===== config.mk =====
export PLATFORM = sky130hd
export DESIGN_NAME = hid_keyboard_report_builder_top
export DESIGN_NICKNAME = d
export VERILOG_FILES = /design/src/hw/rtl/hidkb_pkg.sv /design/src/hw/rtl/hidkb_keylist.sv /design/src/hw/rtl/hidkb_ctrl.sv /design/src/hw/rtl/hid_keyboard_report_builder_top.sv
export SDC_FILE = /design/constraint.sdc
export NUM_CORES = 1
export LEC_CHECK = 0
export CORE_AREA = 2 2 123 137
export CTS_CLUSTER_SIZE = 16
export DETAILED_ROUTE_END_ITERATION = 12
export DIE_AREA = 0 0 125 139
export DONT_BUFFER_PORTS = 1
export PLACE_DENSITY = 0.73
export SYNTH_ARGS = -nofsm -noshare
export SYNTH_HDL_FRONTEND = slang
export SYNTH_SLANG_ARGS = --single-unit

===== constraint.sdc =====
create_clock -name i_clk -period 5.2 [get_ports i_clk]
set_input_delay 1.04 -clock i_clk [delete_from_list [all_inputs] [get_ports i_clk]]
set_output_delay 1.04 -clock i_clk [all_outputs]
set_load 0.05 [all_outputs]

===== src/hw/rtl/hidkb_pkg.sv =====
package hidkb_pkg;

    // Operation codes of an input word.
    localparam logic [1:0] OP_PRESS   = 2'd0;
    localparam logic [1:0] OP_RELEASE = 2'd1;
    localparam logic [1:0] OP_REPORT  = 2'd2;

    // Status codes of a result word.
    localparam logic [1:0] ST_OK             = 2'd0;
    localparam logic [1:0] ST_NOT_FOUND      = 2'd1;
    localparam logic [1:0] ST_NOT_CONFIGURED = 2'd2;
    localparam logic [1:0] ST_TOO_MANY       = 2'd3;

    // The boot report always carries six key slots.
    localparam int REPORT_KEYS = 6;

    typedef struct packed {
        logic [1:0] op;
        logic [7:0] usage_code;
        logic [7:0] modifiers;
        logic       link_configured;
    } t_in_word;

    typedef struct packed {
        logic [1:0] status;
        logic [7:0] report_modifiers;
        logic [7:0] key_slot_0;
        logic [7:0] key_slot_1;
        logic [7:0] key_slot_2;
        logic [7:0] key_slot_3;
        logic [7:0] key_slot_4;
        logic [7:0] key_slot_5;
        logic       report_changed;
    } t_out_word;

    // Commands from the sequencer to the key list and the report store.
    typedef struct packed {
        logic append;
        logic remove;
        logic store_last;
        logic done;
    } t_list_cmd;

endpackage


===== src/hw/rtl/hidkb_keylist.sv =====
module hidkb_keylist
    import hidkb_pkg::*;
#(
    parameter int KEY_SLOTS = 6,
    parameter int IDXW      = 3
) (
    input  logic                               i_clk,
    input  logic                               i_rst_n,
    input  t_list_cmd                          i_cmd,
    input  logic [IDXW-1:0]                    i_idx,
    input  logic [7:0]                         i_code,
    output logic [7:0]                         o_rd_data,
    output logic [$clog2(KEY_SLOTS+1)-1:0]     o_count,
    output logic [REPORT_KEYS-1:0][7:0]        o_rpt_slots
);

    localparam int CW = $clog2(KEY_SLOTS + 1);
    localparam int IW = (KEY_SLOTS > 1) ? $clog2(KEY_SLOTS) : 1;

    logic [7:0]    r_slots [KEY_SLOTS];
    logic [7:0]    n_slots [KEY_SLOTS];
    logic [CW-1:0] r_count;
    logic [CW-1:0] n_count;

    // Single read port shared by the search and the report compare.
    assign o_rd_data = (i_idx < IDXW'(KEY_SLOTS)) ? r_slots[i_idx[IW-1:0]] : 8'd0;
    assign o_count   = r_count;

    always_comb begin
        n_slots = r_slots;
        n_count = r_count;
        if (i_cmd.append && (r_count < CW'(KEY_SLOTS))) begin
            n_slots[r_count[IW-1:0]] = i_code;
            n_count = r_count + 1'b1;
        end
        if (i_cmd.remove) begin
            // Every entry from the removed one upward moves down one place.
            for (int i = 0; i < KEY_SLOTS - 1; i++) begin
                if (IDXW'(i) >= i_idx) begin
                    n_slots[i] = r_slots[i+1];
                end
            end
            n_slots[KEY_SLOTS-1] = 8'd0;
            if (r_count != '0) begin
                n_count = r_count - 1'b1;
            end
        end
    end

    always_ff @(posedge i_clk) begin
        if (!i_rst_n) begin
            for (int i = 0; i < KEY_SLOTS; i++) begin
                r_slots[i] <= 8'd0;
            end
            r_count <= '0;
        end else begin
            r_slots <= n_slots;
            r_count <= n_count;
        end
    end

    for (genvar k = 0; k < REPORT_KEYS; k++) begin : g_rpt
        if (k < KEY_SLOTS) begin : g_used
            assign o_rpt_slots[k] = r_slots[k];
        end else begin : g_empty
            assign o_rpt_slots[k] = 8'd0;
        end
    end

endmodule


===== src/hw/rtl/hidkb_ctrl.sv =====
module hidkb_ctrl
    import hidkb_pkg::*;
#(
    parameter int KEY_SLOTS = 6,
    parameter int IDXW      = 3
) (
    input  logic                           i_clk,
    input  logic                           i_rst_n,
    input  logic                           i_start,
    input  logic [1:0]                     i_op,
    input  logic [7:0]                     i_code,
    input  logic                           i_cfg,
    input  logic [7:0]                     i_mods,
    input  logic [$clog2(KEY_SLOTS+1)-1:0] i_count,
    input  logic [7:0]                     i_slot_data,
    input  logic [7:0]                     i_last_byte,
    input  logic                           i_out_free,
    output logic                           o_idle,
    output logic [IDXW-1:0]                o_rd_idx,
    output logic [2:0]                     o_last_idx,
    output t_list_cmd                      o_cmd,
    output logic [1:0]                     o_status,
    output logic                           o_changed
);

    localparam int CW = $clog2(KEY_SLOTS + 1);

    localparam logic [1:0] S_IDLE = 2'd0;
    localparam logic [1:0] S_SCAN = 2'd1;
    localparam logic [1:0] S_RPT  = 2'd2;
    localparam logic [1:0] S_OUT  = 2'd3;

    logic [1:0]      r_state;
    logic [1:0]      n_state;
    logic [IDXW-1:0] r_idx;
    logic [IDXW-1:0] n_idx;
    logic [1:0]      r_op;
    logic [1:0]      n_op;
    logic [1:0]      r_status;
    logic [1:0]      n_status;
    logic            r_changed;
    logic            n_changed;

    logic [7:0] w_opa;
    logic [7:0] w_opb;
    logic       w_eq;
    logic       w_in_list;
    logic       w_full;
    logic [1:0] w_cfg_ok;

    // The one byte comparator, fed from the list or from the report store.
    assign w_opa = (r_state == S_RPT) ? ((r_idx == '0) ? i_mods : i_slot_data) : i_slot_data;
    assign w_opb = (r_state == S_RPT) ? i_last_byte : i_code;
    assign w_eq  = (w_opa == w_opb);

    assign w_in_list = r_idx < IDXW'(i_count);
    assign w_full    = i_count >= CW'(KEY_SLOTS);
    assign w_cfg_ok  = i_cfg ? ST_OK : ST_NOT_CONFIGURED;

    assign o_rd_idx   = (r_state == S_RPT) ? r_idx - 1'b1 : r_idx;
    assign o_last_idx = r_idx[2:0];
    assign o_idle     = (r_state == S_IDLE);
    assign o_status   = r_status;
    assign o_changed  = r_changed;

    always_comb begin
        n_state   = r_state;
        n_idx     = r_idx;
        n_op      = r_op;
        n_status  = r_status;
        n_changed = r_changed;
        o_cmd     = '0;
        case (r_state)
            S_IDLE: begin
                if (i_start) begin
                    n_op      = i_op;
                    n_idx     = '0;
                    n_status  = ST_OK;
                    n_changed = 1'b0;
                    if (i_op == OP_PRESS || i_op == OP_RELEASE) begin
                        n_state = S_SCAN;
                    end else if (i_op == OP_REPORT) begin
                        n_state = S_RPT;
                    end else begin
                        n_state = S_OUT;
                    end
                end
            end
            S_SCAN: begin
                if (i_code == 8'd0) begin
                    n_status = w_cfg_ok;
                    n_state  = S_OUT;
                end else if (w_in_list && w_eq) begin
                    o_cmd.remove = (r_op == OP_RELEASE);
                    n_status     = w_cfg_ok;
                    n_state      = S_OUT;
                end else if (w_in_list) begin
                    n_idx = r_idx + 1'b1;
                end else if (r_op == OP_PRESS) begin
                    if (w_full) begin
                        n_status = i_cfg ? ST_TOO_MANY : ST_NOT_CONFIGURED;
                    end else begin
                        o_cmd.append = 1'b1;
                        n_status     = w_cfg_ok;
                    end
                    n_state = S_OUT;
                end else begin
                    n_status = ST_NOT_FOUND;
                    n_state  = S_OUT;
                end
            end
            S_RPT: begin
                if (!w_eq) begin
                    o_cmd.store_last = 1'b1;
                    n_changed        = 1'b1;
                    n_state          = S_OUT;
                end else if (r_idx == IDXW'(REPORT_KEYS)) begin
                    n_state = S_OUT;
                end else begin
                    n_idx = r_idx + 1'b1;
                end
            end
            S_OUT: begin
                if (i_out_free) begin
                    o_cmd.done = 1'b1;
                    n_state    = S_IDLE;
                end
            end
            default: begin
                n_state = S_IDLE;
            end
        endcase
    end

    always_ff @(posedge i_clk) begin
        if (!i_rst_n) begin
            r_state   <= S_IDLE;
            r_idx     <= '0;
            r_op      <= OP_PRESS;
            r_status  <= ST_OK;
            r_changed <= 1'b0;
        end else begin
            r_state   <= n_state;
            r_idx     <= n_idx;
            r_op      <= n_op;
            r_status  <= n_status;
            r_changed <= n_changed;
        end
    end

endmodule


===== src/hw/rtl/hid_keyboard_report_builder_top.sv =====
// A key event scans the key list, a report request compares the report with the last one sent,
// and the unused op goes straight to the output. The single byte comparator
// walks the key list (or the seven report bytes) one entry per cycle until it hits a match
// or a difference, or reaches the end. Words are taken one at a time; the next word is accepted
// once its result is parked in the output register.
// Reset: synchronous, active low; clears the key list, count, modifiers and last report.
module hid_keyboard_report_builder_top
    import hidkb_pkg::*;
#(
    parameter int KEY_SLOTS = 6
) (
    input  logic      i_clk,
    input  logic      i_rst_n,
    input  logic      i_in_valid,
    output logic      o_in_ready,
    input  t_in_word  i_in_word,
    output logic      o_out_valid,
    input  logic      i_out_ready,
    output t_out_word o_out_word
);

    // The count needs one value beyond the slot count; the scan index must also
    // reach the seven bytes of the report compare.
    localparam int CW   = $clog2(KEY_SLOTS + 1);
    localparam int IDXW = (CW > 3) ? CW : 3;

    logic                        w_in_acc;
    logic                        w_out_free;
    logic                        w_idle;
    logic [IDXW-1:0]             w_rd_idx;
    logic [2:0]                  w_last_idx;
    t_list_cmd                   w_cmd;
    logic [1:0]                  w_status;
    logic                        w_changed;
    logic [7:0]                  w_rd_data;
    logic [CW-1:0]               w_count;
    logic [REPORT_KEYS-1:0][7:0] w_rpt_slots;

    // Captured fields of the word being worked on.
    logic [7:0] r_code;
    logic       r_cfg;
    // Modifier byte of the current report.
    logic [7:0] r_mods;
    // Last report sent: the modifier byte followed by the six key slots. The
    // reserved byte of the boot report is always zero and is not kept.
    logic [7:0] r_last [REPORT_KEYS+1];
    // Output register that parks one finished result.
    logic       r_out_valid;
    t_out_word  r_out_word;

    assign w_in_acc   = i_in_valid && o_in_ready;
    assign o_in_ready = w_idle;
    // The sequencer may hand over its result when no result is parked or the parked one leaves now.
    assign w_out_free = !r_out_valid || i_out_ready;

    always_ff @(posedge i_clk) begin
        if (w_in_acc) begin
            r_code <= i_in_word.usage_code;
            r_cfg  <= i_in_word.link_configured;
        end
    end

    // A press or release writes the modifier byte before anything else.
    always_ff @(posedge i_clk) begin
        if (!i_rst_n) begin
            r_mods <= 8'd0;
        end else if (w_in_acc && (i_in_word.op == OP_PRESS || i_in_word.op == OP_RELEASE)) begin
            r_mods <= i_in_word.modifiers;
        end
    end

    // A report that differs from the last one sent replaces it.
    always_ff @(posedge i_clk) begin
        if (!i_rst_n) begin
            for (int i = 0; i <= REPORT_KEYS; i++) begin
                r_last[i] <= 8'd0;
            end
        end else if (w_cmd.store_last) begin
            r_last[0] <= r_mods;
            for (int i = 0; i < REPORT_KEYS; i++) begin
                r_last[i+1] <= w_rpt_slots[i];
            end
        end
    end

    hidkb_ctrl #(
        .KEY_SLOTS (KEY_SLOTS),
        .IDXW      (IDXW)
    ) u_ctrl (
        .i_clk       (i_clk),
        .i_rst_n     (i_rst_n),
        .i_start     (w_in_acc),
        .i_op        (i_in_word.op),
        .i_code      (r_code),
        .i_cfg       (r_cfg),
        .i_mods      (r_mods),
        .i_count     (w_count),
        .i_slot_data (w_rd_data),
        .i_last_byte (r_last[w_last_idx]),
        .i_out_free  (w_out_free),
        .o_idle      (w_idle),
        .o_rd_idx    (w_rd_idx),
        .o_last_idx  (w_last_idx),
        .o_cmd       (w_cmd),
        .o_status    (w_status),
        .o_changed   (w_changed)
    );

    hidkb_keylist #(
        .KEY_SLOTS (KEY_SLOTS),
        .IDXW      (IDXW)
    ) u_keylist (
        .i_clk       (i_clk),
        .i_rst_n     (i_rst_n),
        .i_cmd       (w_cmd),
        .i_idx       (w_rd_idx),
        .i_code      (r_code),
        .o_rd_data   (w_rd_data),
        .o_count     (w_count),
        .o_rpt_slots (w_rpt_slots)
    );

    // The list has settled by the time the sequencer signals done, so the
    // result word takes the key slots straight from the list.
    always_ff @(posedge i_clk) begin
        if (!i_rst_n) begin
            r_out_valid <= 1'b0;
        end else if (w_cmd.done) begin
            r_out_valid <= 1'b1;
        end else if (i_out_ready) begin
            r_out_valid <= 1'b0;
        end
    end

    always_ff @(posedge i_clk) begin
        if (w_cmd.done) begin
            r_out_word.status           <= w_status;
            r_out_word.report_modifiers <= r_mods;
            r_out_word.key_slot_0       <= w_rpt_slots[0];
            r_out_word.key_slot_1       <= w_rpt_slots[1];
            r_out_word.key_slot_2       <= w_rpt_slots[2];
            r_out_word.key_slot_3       <= w_rpt_slots[3];
            r_out_word.key_slot_4       <= w_rpt_slots[4];
            r_out_word.key_slot_5       <= w_rpt_slots[5];
            r_out_word.report_changed   <= w_changed;
        end
    end

    assign o_out_valid = r_out_valid;
    assign o_out_word  = r_out_word;

`ifndef SYNTHESIS
    // The list never holds more codes than it has slots.
    a_count_bound: assert property (@(posedge i_clk) disable iff (!i_rst_n)
        w_count <= CW'(KEY_SLOTS))
        else $error("key count exceeds slot count");

    // An append grows the list by exactly one code.
    a_append_grows: assert property (@(posedge i_clk) disable iff (!i_rst_n)
        w_cmd.append |=> w_count == $past(w_count) + 1'b1)
        else $error("append did not grow the key list");

    // A word is never added and removed in the same step.
    a_one_list_op: assert property (@(posedge i_clk) disable iff (!i_rst_n)
        !(w_cmd.append && w_cmd.remove))
        else $error("append and remove at once");

    // Once a word is taken, the block is busy in the following cycle.
    a_busy_after_accept: assert property (@(posedge i_clk) disable iff (!i_rst_n)
        w_in_acc |=> !o_in_ready)
        else $error("ready right after an accepted word");
`endif

endmodule

* Yosys cells after proc, flatten, opt, wreduce, memory -nomap -nowiden *
Memory sizes are Yosys's and may differ from the RTL's. A register that Yosys moved wholly into a read port is not among the register bits.
Cells that the tools add are included.

word-level totals
  flip-flop bits (word level) = 138
  memories = 1
  bits in writable memories = 56

operators by class
  multiplexer cells = 76
  eq/ne operators = 18
  reductions and logical operators = 24
  bitwise logic cells = 10
  add/subtract/negate cells = 4
  $lt $le $gt $ge = 12

memory list
  name    depth  bits a word  rd ports  clocked after memory_dff  wr ports  line                                   source
  r_last  7      8            1         1                         7         hid_keyboard_report_builder_top.sv:46  logic [7:0] r_last [REPORT_KEYS+1];

operator list
  cell                                                                                 number
  8-bit two-way mux                                                                    19
  48-bit two-way mux                                                                   2
  48-bit bitwise mux                                                                   1
  3-bit two-way mux                                                                    12
  2-bit two-way mux                                                                    17
  8-bit binary-select mux with 3-bit select                                            1
  8-bit demux with 3-bit select                                                        1
  1-bit two-way mux                                                                    19
  3-bit one-hot mux with 3 select lines                                                1
  8-bit == test                                                                        1
  4-bit greater-or-equal comparator (second input constant)                            2
  8-bit zero test                                                                      1
  2-bit by 1-bit inequality test with 1-bit output (second input constant)             4
  2-bit inequality test (second input constant)                                        4
  3-bit inverter with 4-bit output                                                     2
  2-bit one-hot mux with 4 select lines                                                1
  1-bit OR                                                                             7
  7-bit AND reduction                                                                  1
  3-bit by 1-bit adder with 3-bit output (second input constant)                       2
  2-bit by 1-bit == test with 1-bit output (second input constant)                     3
  2-bit == test (second input constant)                                                3
  1-bit by 3-bit greater-or-equal comparator with 1-bit output (first input constant)  2
  2-bit by 3-bit greater-or-equal comparator with 1-bit output (first input constant)  2
  2-bit zero test                                                                      3
  other kinds (22)                                                                     33

* Logic depth before layout (Yosys ltp) *
  depth in word-level cells = 18
  gate-level depth with buffers = 16

* Cells and area by module *
A second synthesis with hierarchy kept.

unflattened totals
  cells, all modules = 738
  area, all modules = 8902.3 µm²

modules (own cells, without submodules)
  module                           area each (µm²)  instances  cells each
  hid_keyboard_report_builder_top  5093.6           1          281
  hidkb_keylist                    2652.5           1          328
  hidkb_ctrl                       1156.1           1          129

* Least setup slack after synthesis *
No wires, ideal clock.

  path type = register to register
  from = register u_ctrl.r_idx[0], in the netlist u_ctrl.o_last_idx[0]
  to = memory r_last[0][0] (enable)
  cell stages (with the launch flop) = 14
  data arrival time = 4.032 ns
  data required time = 4.565 ns
  library setup time = 0.635 ns
  setup slack = 0.533 ns
  path through = dfxtp_1 buf_4 buf_4 inv_1 ha_1 clkbuf_1 and3b_1 or2_1 a221o_1 a32oi_1 xnor2_1 or3_1 o31ai_1 nand2_1

RTL lines
  item                    line                                   source
  from (decl)             hidkb_ctrl.sv:35                       logic [IDXW-1:0] r_idx;
  from (signal assigned)  hidkb_ctrl.sv:144                      r_idx <= n_idx;
  to (decl)               hid_keyboard_report_builder_top.sv:46

* Worst setup path after layout *
  from = register u_ctrl.r_idx[0], in the netlist u_ctrl.o_last_idx[0]
  to = register u_keylist.r_slots, in the netlist u_keylist.o_rpt_slots[6]

between the ends
  cells in the longest elaborated chain, start to end = 18

ends and longest elaborated chain
  item                                                    line                 source
  3-bit by 1-bit subtractor with 3-bit output             hidkb_ctrl.sv:60     assign o_rd_idx = (r_state == S_RPT) ? r_idx - 1'b1 : r_idx;
  3-bit two-way mux                                       hidkb_ctrl.sv:60
  3-bit inverter with 4-bit output (implied by the code)  hidkb_keylist.sv:26  assign o_rd_data = (i_idx < IDXW'(KEY_SLOTS)) ? r_slots[i_idx[IW-1:0]] : 8'd0;
  8-bit binary-select mux with 3-bit select               hidkb_keylist.sv:26
  8-bit two-way mux (implied by the code) (2 in a row)    hidkb_keylist.sv:26
  8-bit two-way mux                                       hidkb_keylist.sv:26
  8-bit two-way mux (2 in a row)                          hidkb_ctrl.sv:52     assign w_opa = (r_state == S_RPT) ? ((r_idx == '0) ? i_mods : i_slot_data) : i_slot_data;
  8-bit == test                                           hidkb_ctrl.sv:54     assign w_eq = (w_opa == w_opb);
  1-bit logical AND                                       hidkb_ctrl.sv:93     end else if (w_in_list && w_eq) begin
  1-bit two-way mux                                       hidkb_ctrl.sv:93
  2-bit two-way mux                                       hidkb_ctrl.sv:90     if (i_code == 8'd0) begin
  2-bit two-way mux                                       hidkb_ctrl.sv:73     case (r_state)
  1-bit logical AND                                       hidkb_keylist.sv:32  if (i_cmd.append && (r_count < CW'(KEY_SLOTS))) begin
  48-bit two-way mux                                      hidkb_keylist.sv:32
  8-bit two-way mux                                       hidkb_keylist.sv:39  if (IDXW'(i) >= i_idx) begin
  48-bit two-way mux *                                    hidkb_keylist.sv:36  if (i_cmd.remove) begin
  to (signal assigned)                                    hidkb_keylist.sv:57  r_slots <= n_slots;
  to (decl)                                               hidkb_keylist.sv:20  logic [7:0] r_slots [KEY_SLOTS];

Every way passes the cells marked *; elsewhere a longest branch is shown, timed or not. The select of a mux whose other input is x is not followed.
A chain may end at the register's enable or synchronous reset.

==> impl_metrics.xml <==
<?xml version="1.0" encoding="UTF-8"?>
<metrics>
  <group name="status">
    <metric name="status" unit="">finished, final reports clean</metric>
  </group>
  <group name="synthesis">
    <metric name="synth_sequential_area_ratio" unit="%">56.5</metric>
    <metric name="synth_area_leaders" unit="">edfxtp_1, dfxtp_1, mux2i_1, and3_1, nand2_1</metric>
    <metric name="synth_area_leader_cell" unit="">edfxtp_1</metric>
    <metric name="postSynthNetCount" unit="">826</metric>
    <metric name="mean_instance_size_in_the_synthesized_netlist" unit="um^2">11.6</metric>
    <metric name="synth-edff-count" unit="">124</metric>
    <metric name="yosysWarnings" unit="">0</metric>
    <metric name="synth.lib_cells_used.distinct" unit="">73</metric>
    <metric name="post_synth_instance_area" unit="um^2">9170</metric>
    <metric name="synthCells" unit="">788</metric>
    <metric name="ys_ff_latch" unit="">197</metric>
    <metric name="yosys.area.top_type_share" unit="%">40.6</metric>
    <metric name="async_flop_share" unit="%">0</metric>
    <metric name="postSynth.topFlopCell" unit="">edfxtp_1</metric>
  </group>
  <group name="placed_design">
    <metric name="placement.io_buffers" unit="">0</metric>
    <metric name="gp_congestion" unit="">1.03</metric>
    <metric name="detailedPlace.worstSlack" unit="ps">495</metric>
    <metric name="post-dp-hpwl" unit="um">16600</metric>
  </group>
  <group name="detailed_routing">
    <metric name="postRouteAntennaNets" unit="">0</metric>
    <metric name="post_drt_wl_per_cell" unit="um">25.0</metric>
    <metric name="post_drt_via_cell_ratio" unit="">6.56</metric>
    <metric name="dr.pass1.iters" unit="">6</metric>
    <metric name="dr_total_vias" unit="">6440</metric>
    <metric name="wl" unit="um">24600</metric>
    <metric name="post-route-drc-count" unit="">0</metric>
    <metric name="drt_iter0_drc" unit="">807</metric>
  </group>
  <group name="sta">
    <metric name="fin_crit" unit="ps">4830</metric>
    <metric name="achievable-frequency" unit="MHz">207</metric>
    <metric name="slew-limit-headroom" unit="%">22.3</metric>
    <metric name="finalSetupViolations" unit="">0</metric>
    <metric name="totalNegativeSetupSlack" unit="ps">0</metric>
    <metric name="final_min_period_over_clock_period" unit="%">92.9</metric>
    <metric name="finalHoldViolations" unit="">0</metric>
    <metric name="worst_slack" unit="ps">371</metric>
    <metric name="final_skew" unit="ps">10.7</metric>
    <metric name="grt_setup_unrepaired" unit="">false</metric>
    <metric name="timing_max_transition_violations_final" unit="">0</metric>
    <metric name="worst-slew-pin-transition" unit="ps">1160</metric>
  </group>
  <group name="die">
    <metric name="start_util" unit="%">57.1</metric>
    <metric name="die-area" unit="um^2">17400</metric>
    <metric name="rows" unit="">49</metric>
    <metric name="placeableCoreArea" unit="um^2">16100</metric>
    <metric name="die_width" unit="um">125</metric>
    <metric name="floorplan.die.height" unit="um">139</metric>
    <metric name="pin_count" unit="">84</metric>
  </group>
  <group name="grt">
    <metric name="grt_first_pass_wirelength" unit="um">37200</metric>
    <metric name="grt_pass1_vias" unit="">6280</metric>
    <metric name="grt.total_usage" unit="%">28.4</metric>
    <metric name="grt_antenna_before_repair" unit="">0</metric>
    <metric name="grt_start_max_net_pins" unit="">95</metric>
    <metric name="grt_overflow" unit="">0</metric>
  </group>
  <group name="cells_and_area">
    <metric name="final_common_cell" unit="">edfxtp_1</metric>
    <metric name="final_layout_size_suffix_gt1_share" unit="%">9.01</metric>
    <metric name="ant_diodes" unit="">0</metric>
    <metric name="most-common-layout-cells" unit="">edfxtp_1, nand2_1, mux2i_1, dfxtp_1, and3_1</metric>
    <metric name="area_growth_syn_to_layout" unit="%">7.67</metric>
    <metric name="fin_nets" unit="">802</metric>
    <metric name="final_core_utilization" unit="%">61.5</metric>
  </group>
  <group name="critical_path">
    <metric name="worstPathArrival" unit="ps">5150</metric>
    <metric name="timing.critical_path.from_type" unit="">flip-flop</metric>
    <metric name="worst-setup-path-type" unit="">flip-flop to flip-flop</metric>
    <metric name="timing.reg2reg.setup_slack" unit="ps">370</metric>
    <metric name="rr_worst_depth" unit="">11</metric>
    <metric name="critical_path.endpoint_type" unit="">flip-flop</metric>
    <metric name="required" unit="ps">5520</metric>
    <metric name="path_max_fanout" unit="">19</metric>
  </group>
  <group name="clock_tree">
    <metric name="clkSinkCount" unit="">197</metric>
    <metric name="insertion_delay" unit="ps">440</metric>
    <metric name="tritoncts" unit="">built</metric>
    <metric name="h_tree_level_count" unit="">4</metric>
    <metric name="cts_resized" unit="">0</metric>
    <metric name="clk_pin_slew" unit="ps">70</metric>
    <metric name="tritoncts.num_buffers" unit="">17</metric>
    <metric name="cts_max_path_buffers" unit="">2</metric>
    <metric name="clockRootBuffer" unit="">clkbuf_16</metric>
  </group>
  <group name="power_and_ir_drop">
    <metric name="max-vdd-ir-drop" unit="mV">0.289</metric>
    <metric name="totalPowerFinal" unit="W">0.00510</metric>
    <metric name="power_leakage" unit="nW">3.83</metric>
    <metric name="power_per_cell_area" unit="nW/um^2">517</metric>
  </group>
  <group name="hold_path">
    <metric name="hold_depth" unit="">0</metric>
    <metric name="min_path_type" unit="">flip-flop to flip-flop</metric>
  </group>
  <group name="run">
    <metric name="drv_cap" unit="">0</metric>
  </group>
</metrics>
[repair_timing]
action / CTS / global route
buffers inserted: 0 / 1
hold buffers: 0 / 0
endpoints found under the hold margin: 0 / 0
endpoints found under the setup margin: 0 / 7
[state kept, by name (all words and copies together) (netlist names), named ones only]
name / cells
u_ctrl.o_status: 2
u_keylist.o_rpt_slots: 40
u_ctrl.o_changed: 1
u_keylist.o_count: 3
r_last: 56
u_ctrl.r_state: 2
o_out_valid: 1
r_mods: 8
o_out_word: 59
u_ctrl.r_op: 2
u_ctrl.o_last_idx: 3
r_cfg: 1
r_code: 8
[power breakdown]
group          leakage, nW  internal, W  switching (W)  total (W)
combinational         1.72     0.000542       0.000978    0.00152
sequential            1.81      0.00191       0.000379    0.00229
clock                0.291     0.000707       0.000587    0.00129
[per-layer routing]
layer	wire length, um	GRT usage (%)	vias up
met1	9770	36.9	3171
met3	1970	6.44	60
li1	-	-	2899
met5	0	0	-
met2	11800	46.2	310
met4	1060	12.0	0
[metrics by stage]
step           hold slack [ps]  cells  instance area [um^2]
3_3_place_gp               421    948                  9280
5_1_grt                    452    981                  9870
3_5_place_dp               418    948                  9280
4_1_cts                    443    980                  9870
6_report                   438    981                  9870
2_1_floorplan              408    788                  9170
[final timing paths]
kind | end | start
worst min register to register | o_out_word[57]$_DFFE_PP_ | u_ctrl.o_status[0]$_SDFFE_PN0P_
worst min-delay path | o_out_word[57]$_DFFE_PP_ | u_ctrl.o_status[0]$_SDFFE_PN0P_
worst max register to register | u_keylist.o_rpt_slots[6]$_SDFF_PN0_ | u_ctrl.o_last_idx[0]$_SDFFE_PN0P_
worst max-delay path | u_keylist.o_rpt_slots[6]$_SDFF_PN0_ | u_ctrl.o_last_idx[0]$_SDFFE_PN0P_
[Yosys cell counts, types with 5 or more instances]
master / n
edfxtp_1: 124
nand2_1: 81
mux2i_1: 79
dfxtp_1: 73
and3_1: 49
nor2_1: 48
clkbuf_1: 35
a211oi_1: 24
a21oi_1: 24
and2_1: 19
o21ai_0: 17
nand3_1: 16
ha_1: 15
inv_1: 15
nor3_1: 12
buf_2: 11
o31ai_1: 11
a31oi_1: 8
mux4_2: 8
o21a_1: 8
o311a_1: 8
xnor2_1: 7
nand2b_1: 6
a32oi_1: 5
[kinds of logic after synthesis]
kind of cell	count (synthesis)	synth area share, %
AOI/OAI and AO/OA	140	11.2
muxes	90	11.0
xor gates and xnor gates	12	1.23
DFF	197	56.5
adders and majority gates	15	2.05
buffers and inverters	71	3.34
and+or+nand+nor	263	14.7
[layout make-up]
class / instances / area (um^2)
clock inverter: 10 / 77.6
clock buffer: 22 / 508
sequential: 197 / 5180
multi-input combinational: 520 / 3700
fill: 1271 / 6190
tap: 204 / 255
inverter: 16 / 60.1
timing repair buffer: 12 / 90.1
[critical path, stage by stage, from the launching register on]
cell and delay [ps]:
dfxtp_1 750, inv_1 280, ha_1 510, or4b_1 540
o211ai_1 320, a32o_1 220, o31ai_1 80, xor2_1 220
or3_1 450, nor3_4 450, nand3_2 440, o311a_1 430
Power figures use the tool's default switching activity.
